$ cat src/gpe_pkg.sv
// Shared types and constants for the gear position estimator.
package gpe_pkg;

  localparam int GEAR_CNT      = 6;
  localparam int LEARN_SAMPLES = 25;
  localparam int RATIO_WIDTH   = 24;

  localparam int GEAR_W = 4;
  localparam logic [GEAR_W-1:0] GEAR_UNKNOWN = 4'd15;
  localparam logic FUNC_BAND = 1'b1;

  localparam logic [2:0] CFG_LEARN_ENABLE   = 3'd0;
  localparam logic [2:0] CFG_MIN_RPM        = 3'd1;
  localparam logic [2:0] CFG_MIN_SPEED      = 3'd2;
  localparam logic [2:0] CFG_BAND_TOLERANCE = 3'd3;
  localparam logic [2:0] CFG_DEBOUNCE_COUNT = 3'd4;

  typedef enum logic [3:0] {
    ST_IDLE,
    ST_DECIDE,
    ST_RDIV,
    ST_LSTEP,
    ST_LCHK,
    ST_DUP,
    ST_LSTORE,
    ST_CLS_A,
    ST_CLS_B,
    ST_CLS_END,
    ST_DEB,
    ST_OUT
  } state_t;

  typedef struct packed {
    logic load;
    logic band_wr;
    logic raw_direct;
    logic div_start;
    logic ratio_ld;
    logic learn_step;
    logic centre_ld;
    logic walk_clr;
    logic walk_inc;
    logic dup_chk;
    logic learn_store;
    logic cls_a;
    logic cls_b;
    logic cls_end;
    logic deb;
    logic out_ld;
  } cmd_t;

  typedef struct packed {
    logic func;
    logic ratio_path;
    logic learn_en;
    logic learn_full;
    logic div_busy;
    logic div_done;
    logic walk_last;
    logic out_busy;
  } status_t;

endpackage

$ cat src/gpe_ctrl.sv
// Controller state machine sequencing the estimator datapath.
module gpe_ctrl (
  input  logic             clk,
  input  logic             rst_n,
  input  logic             in_valid,
  output logic             in_ready,
  input  gpe_pkg::status_t status,
  output gpe_pkg::cmd_t    cmd
);
  import gpe_pkg::*;

  state_t state_r, state_nxt;

  always_ff @(posedge clk) begin
    if (!rst_n) state_r <= ST_IDLE;
    else        state_r <= state_nxt;
  end

  always_comb begin
    state_nxt = state_r;
    unique case (state_r)
      ST_IDLE:    if (in_valid) state_nxt = ST_DECIDE;
      ST_DECIDE: begin
        if (status.func)            state_nxt = ST_OUT;
        else if (status.ratio_path) state_nxt = ST_RDIV;
        else                        state_nxt = ST_DEB;
      end
      ST_RDIV:    if (status.div_done) state_nxt = status.learn_en ? ST_LSTEP : ST_CLS_A;
      ST_LSTEP:   state_nxt = ST_LCHK;
      ST_LCHK:    state_nxt = status.learn_full ? ST_DUP : ST_CLS_A;
      ST_DUP:     if (status.walk_last) state_nxt = ST_LSTORE;
      ST_LSTORE:  state_nxt = ST_CLS_A;
      ST_CLS_A:   state_nxt = ST_CLS_B;
      ST_CLS_B:   state_nxt = status.walk_last ? ST_CLS_END : ST_CLS_A;
      ST_CLS_END: state_nxt = ST_DEB;
      ST_DEB:     state_nxt = ST_OUT;
      ST_OUT:     if (!status.out_busy) state_nxt = ST_IDLE;
      default:    state_nxt = ST_IDLE;
    endcase
  end

  always_comb begin
    cmd      = '0;
    in_ready = 1'b0;
    unique case (state_r)
      ST_IDLE: begin
        in_ready = 1'b1;
        cmd.load = in_valid;
      end
      ST_DECIDE: begin
        if (status.func) begin
          cmd.band_wr = 1'b1;
        end else if (status.ratio_path) begin
          cmd.div_start = 1'b1;
        end else begin
          cmd.raw_direct = 1'b1;
        end
      end
      ST_RDIV: begin
        if (status.div_done) begin
          cmd.ratio_ld = 1'b1;
          cmd.walk_clr = !status.learn_en;
        end
      end
      ST_LSTEP: cmd.learn_step = 1'b1;
      ST_LCHK: begin
        cmd.centre_ld = status.learn_full;
        cmd.walk_clr  = 1'b1;
      end
      ST_DUP: begin
        cmd.dup_chk  = 1'b1;
        cmd.walk_inc = !status.walk_last;
      end
      ST_LSTORE: begin
        cmd.learn_store = 1'b1;
        cmd.walk_clr    = 1'b1;
      end
      ST_CLS_A: cmd.cls_a = 1'b1;
      ST_CLS_B: begin
        cmd.cls_b    = 1'b1;
        cmd.walk_inc = !status.walk_last;
      end
      ST_CLS_END: cmd.cls_end = 1'b1;
      ST_DEB:     cmd.deb = 1'b1;
      ST_OUT:     cmd.out_ld = !status.out_busy;
      default: ;
    endcase
  end

endmodule

$ cat config.mk
export PLATFORM = sky130hd
export DESIGN_NAME = gpe_ctrl
export DESIGN_NICKNAME = d
export VERILOG_FILES = /design/src/gpe_pkg.sv /design/src/gpe_ctrl.sv
export SDC_FILE = /design/constraint.sdc
export NUM_CORES = 1
export LEC_CHECK = 0
export ABC_AREA = 0
export BUFFER_PORTS_ARGS = -buffer_cell sky130_fd_sc_hd__buf_4
export CAP_MARGIN = 15
export CORE_MARGIN = 3
export CORE_UTILIZATION = 39
export DETAILED_ROUTE_END_ITERATION = 8
export PLACE_DENSITY = 0.71
export SETUP_SLACK_MARGIN = 0.3
export SYNTH_ARGS = -nofsm -noshare
export SYNTH_HDL_FRONTEND = slang
export SYNTH_SLANG_ARGS = --single-unit
$ cat constraint.sdc
create_clock -name clk -period 1.34 [get_ports clk]
set_input_delay 0.201 -clock clk [delete_from_list [all_inputs] [get_ports clk]]
set_output_delay 0.201 -clock clk [all_outputs]
set_load 0.02 [all_outputs]
==> results of run 1 <==
## per-stage QoR
step	instances	worst slack, ns
after detailed placement	133	-0.1103
after global placement	133	-0.04386
after floorplan	83	-0.08246
## synth_stat cells, types with 2 or more instances
| cell type | count | share of area (%) |
|---|---|---|
| buf_2 | 6 | 5.4 |
| nor2b_1 | 2 | 2.3 |
| nand3_1 | 2 | 1.8 |
| a21oi_1 | 4 | 3.6 |
| nand2_1 | 5 | 3.4 |
| nand4_1 | 3 | 3.4 |
| nor3b_1 | 2 | 2.7 |
| nor3_1 | 8 | 7.2 |
| and2_1 | 2 | 2.3 |
| a31oi_1 | 3 | 3.4 |
| nor4_1 | 2 | 2.3 |
| nand2b_1 | 6 | 6.8 |
| nor3_2 | 2 | 3.6 |
| inv_1 | 4 | 2.7 |
| o21ai_0 | 4 | 3.6 |
| dfxtp_1 | 4 | 14 |
| a21oi_2 | 2 | 3.2 |
| nor2_1 | 7 | 4.8 |
## cell families after synthesis
family | count (synthesis) | synth area share [%]
AO/OA/AOI/OAI | 19 | 22.85
flip-flops | 4 | 14.48
AND/OR/NAND/NOR | 48 | 51.81
buffers and inverters | 12 | 10.86
==> flow_summary.json, run 1 <==
{
  "syn_avg_cell_area_sq_um": 6.663,
  "outcome": "aborted with a tool error",
  "syn-cell-area_sq_um": 553.0,
  "synth_nets": 94,
  "ctsLongestPathBuffers": 2,
  "root_buffer": "clkbuf_4",
  "post_cts_buffers": 8,
  "routabilityCongestion": 0.8398,
  "io_buffers": 26,
  "postCtsResizedCells": 44,
  "io_pins": 28,
  "synthCells": 83,
  "cts_hold_buffers": 0,
  "rows": 12,
  "synth_seq_area_share_pct": 14.48,
  "h-tree-depth": 1,
  "die_h_microns": 43.66,
  "die_x_microns": 43.66,
  "synth_warnings": 0,
  "synth-edff-count": 0,
  "synth_cell_types": 33,
  "hpwl_microns": 1614,
  "cts.sinks": 4,
  "cts_buffers": 3,
  "start_util_pct": 45.47,
  "placed_cell_area_sq_um": 996.0,
  "stop_stage": "clock tree synthesis",
  "synth_seq_cells": 4,
  "ys_async_sr_fraction_pct": 0,
  "synth_top_flop_cell": "dfxtp_1",
  "stop_error": "[ERROR DPL-0038] Utilization greater than 100%, impossible to legalize"
}
==> run 2, diff against run 1 <==
--- a/config.mk
+++ b/config.mk
@@ -8,11 +8,10 @@
 export ABC_AREA = 0
 export BUFFER_PORTS_ARGS = -buffer_cell sky130_fd_sc_hd__buf_4
 export CAP_MARGIN = 15
-export CORE_MARGIN = 3
-export CORE_UTILIZATION = 39
+export CORE_AREA = 3 3 64 66
 export DETAILED_ROUTE_END_ITERATION = 8
-export PLACE_DENSITY = 0.71
-export SETUP_SLACK_MARGIN = 0.3
+export DIE_AREA = 0 0 67 69
+export PLACE_DENSITY_LB_ADDON = 0.15
 export SYNTH_ARGS = -nofsm -noshare
 export SYNTH_HDL_FRONTEND = slang
 export SYNTH_SLANG_ARGS = --single-unit
==> constraint.sdc (replaced) <==
create_clock -name clk -period 1.7 [get_ports clk]
set_input_delay 0.255 -clock clk [delete_from_list [all_inputs] [get_ports clk]]
set_output_delay 0.255 -clock clk [all_outputs]
set_load 0.02 [all_outputs]
==> flow_summary.json, run 2 <==
{
  "cap_violations": 0,
  "cellPowerDensity_nw_per_um2": 1610,
  "grt_pass1_wl_microns": 3125,
  "crit_path_frequent_cell": "buf_4",
  "clock_skew_ns": 0.002499,
  "post-route-min-period_ns": 1.604,
  "pwr-share-clk_pct": 13.1,
  "cp.arrival_ns": 1.35,
  "io_buffers": 26,
  "area_growth_pct": 65.16,
  "core_area_sq_um": 3633,
  "critPathCaptureType": "output port",
  "crit_chain": "buf_4, nor2_1, nand2_1, nor3_1, buf_4",
  "synth_warnings": 0,
  "synth_top_area_share_pct": 14.48,
  "holdWs_ns": 0.3032,
  "layout-drive-gt1-share_pct": 46.49,
  "peakVddDrop_mv": 0.3506,
  "die_area_sq_um": 4623,
  "via_count": 705,
  "ys_async_sr_fraction_pct": 0,
  "p_sw_mw": 0.6856,
  "instances_no_fill": 162,
  "tightest_slew_ns": 0.3975,
  "io_pins": 28,
  "grt_pass1_vias": 670,
  "switching_share_pct": 46.63,
  "start_util_pct": 15.22,
  "die_h_microns": 69,
  "drc": 0,
  "regMostFlops": "state_r",
  "leakagePower_nw": 0.3935,
  "synth_top_area_cell": "dfxtp_1",
  "synth_top_flop_cell": "dfxtp_1",
  "clk_pin_slew_worst_paths_ns": 0.03,
  "max_freq_mhz": 623.3,
  "fillers": 434,
  "layout_commonest_cell": "buf_4",
  "relSlewSlack_pct": 73.25,
  "syn_avg_cell_area_sq_um": 6.663,
  "syn-cell-area_sq_um": 553.0,
  "top_regs": "state_r x4",
  "internal_power_mw": 0.7849,
  "routabilityCongestion": 0.7091,
  "hpwl_microns": 1517,
  "seq_power_share_pct": 18.3,
  "cp-start-kind": "flip-flop",
  "synth_cell_types": 33,
  "h-tree-depth": 1,
  "ctsLongestPathBuffers": 2,
  "drtIter0Drc": 13,
  "ant_nets": 0,
  "synth_seq_area_share_pct": 14.48,
  "synth_nets": 94,
  "synth-edff-count": 0,
  "synthCells": 83,
  "rsz0062_at_grt": "no",
  "root_buffer": "clkbuf_8",
  "fin_crit_sh_pct": 94.38,
  "antenna_cells": 0,
  "multi_input_area_sq_um": 440.4,
  "drt-wirelength-per-cell_microns": 11.36,
  "largest_register_ffs": 4,
  "yosys-top-cells-area": "dfxtp_1 14%, nor3_1 7.2%, nand2b_1 6.8%",
  "combinationalPowerShare_pct": 68.6,
  "layout.nets": 127,
  "clk_latency_ns": 0.21,
  "crit_type": "flip-flop to output port",
  "final-seq-area_sq_um": 86.33,
  "cts_hold_buffers": 0,
  "die_x_microns": 67,
  "place_inst": 159,
  "hold_class": "input port to flip-flop",
  "finalMaxSlewViolations": 0,
  "hold_viol": 0,
  "synth_seq_cells": 4,
  "max_stage_delay_ns": 0.37,
  "grtUsageTotal_pct": 8.431,
  "cts_buffers": 3,
  "outcome": "finished, final reports clean",
  "synthTopCellsByCount": "8 x nor3_1, 7 x nor2_1, 6 x buf_2, 6 x nand2b_1, 5 x nand2_1",
  "crit_required_ns": 1.44,
  "grt_overflow": 0,
  "mostFrequentLayoutCells": "36 x buf_4, 7 x nor2_1, 6 x nand2b_1, 6 x nor3_1, 5 x nand2_1",
  "grt_max_degree": 15,
  "finalSetupTns_ns": 0,
  "finalWirelength_microns": 1840,
  "dr.pass1.iters": 4,
  "cts.sinks": 4,
  "setup_ws_ns": 0.09553,
  "setup_viol": 0,
  "fin_total_pwr_mw": 1.470,
  "synth.most_common_cell": "nor3_1",
  "pre_cts_ws_ns": 0.07262,
  "cts_tree": "done",
  "crit_slowest_cell": "dfxtp_2",
  "crit_fanout": 10,
  "rows": 22,
  "routed_via_density": 4.352,
  "antenna_found_initial": 0
}
run 2: cell counts after synthesis:
No cell type changed its count.
run 2: final cells by class:
type,count,area share [%]
clock buffers,3,4.521
inverters,4,1.644
multi-input cells,67,48.22
flip-flops and latches,4,9.452
well taps,48,6.575
repair buffers,36,29.59
run 2: layer usage:
layer / vias to the layer above / global-route usage [%] / routed length [microns]
li1: 362 / - / -
met1: 324 / 11.10 / 821
met2: 17 / 13.54 / 875
met3: 2 / 2.117 / 129
met4: 0 / 2.027 / 13
met5: - / 0 / 0
run 2: worst paths after layout:
| path | startpoint | to | slack, ns | cells after the start |
|---|---|---|---|---|
| max | state_r[1] | cmd[13] | 0.1 | 5 |
| min | rst_n | state_r[2] | 0.30 | 3 |
| max reg2reg | state_r[3] | state_r[0] | 0.22 | 4 |
| min reg2reg | state_r[3] | state_r[3] | 0.59 | 2 |
run 2: critical path, delay by kind of cell, from the launching register on:
kind / cells / cell delay [ns]
buffers and inverters: 2 / 0.35
flip-flops: 1 / 0.37
AND/OR/NAND/NOR: 3 / 0.43
run 2: repair_timing:
item / in CTS / in global routing
buffers inserted: 0 / 0
resized for setup: 2 / 5
endpoints found under the setup margin: 8 / 9
gates cloned: 0 / 0
run 2: cells by family (layout without fill, tap and decap cells):
family          count (synthesis)  after routing  synth area share, %
compound gates                 19             19                22.85
simple gates                   48             48                51.81
buf+inv                        12             43                10.86
flops                           4              4                14.48
run 2: power by group through the flow:
stage / Sequential [mW] / Combinational [mW] / Clock (mW)
after CTS: 0.259 / 1.01 / 0.201
after floorplan: 0.154 / 0.761 / 0
final: 0.269 / 1.01 / 0.192
after global routing: 0.286 / 1.11 / 0.209
after global placement: 0.259 / 1.01 / 0
after detailed placement: 0.256 / 1.00 / 0
run 2: per-stage QoR:
| stage | area, sq um | util, % |
|---|---|---|
| 6_report | 913.4 | 25.14 |
| 5_1_grt | 913.4 | 25.14 |
| 4_1_cts | 897.1 | 24.69 |
| 3_5_place_dp | 853.3 | 23.48 |
| 3_3_place_gp | 853.3 | 23.48 |
| 2_1_floorplan | 568.0 | - |
(Power assumes the default switching activity.)
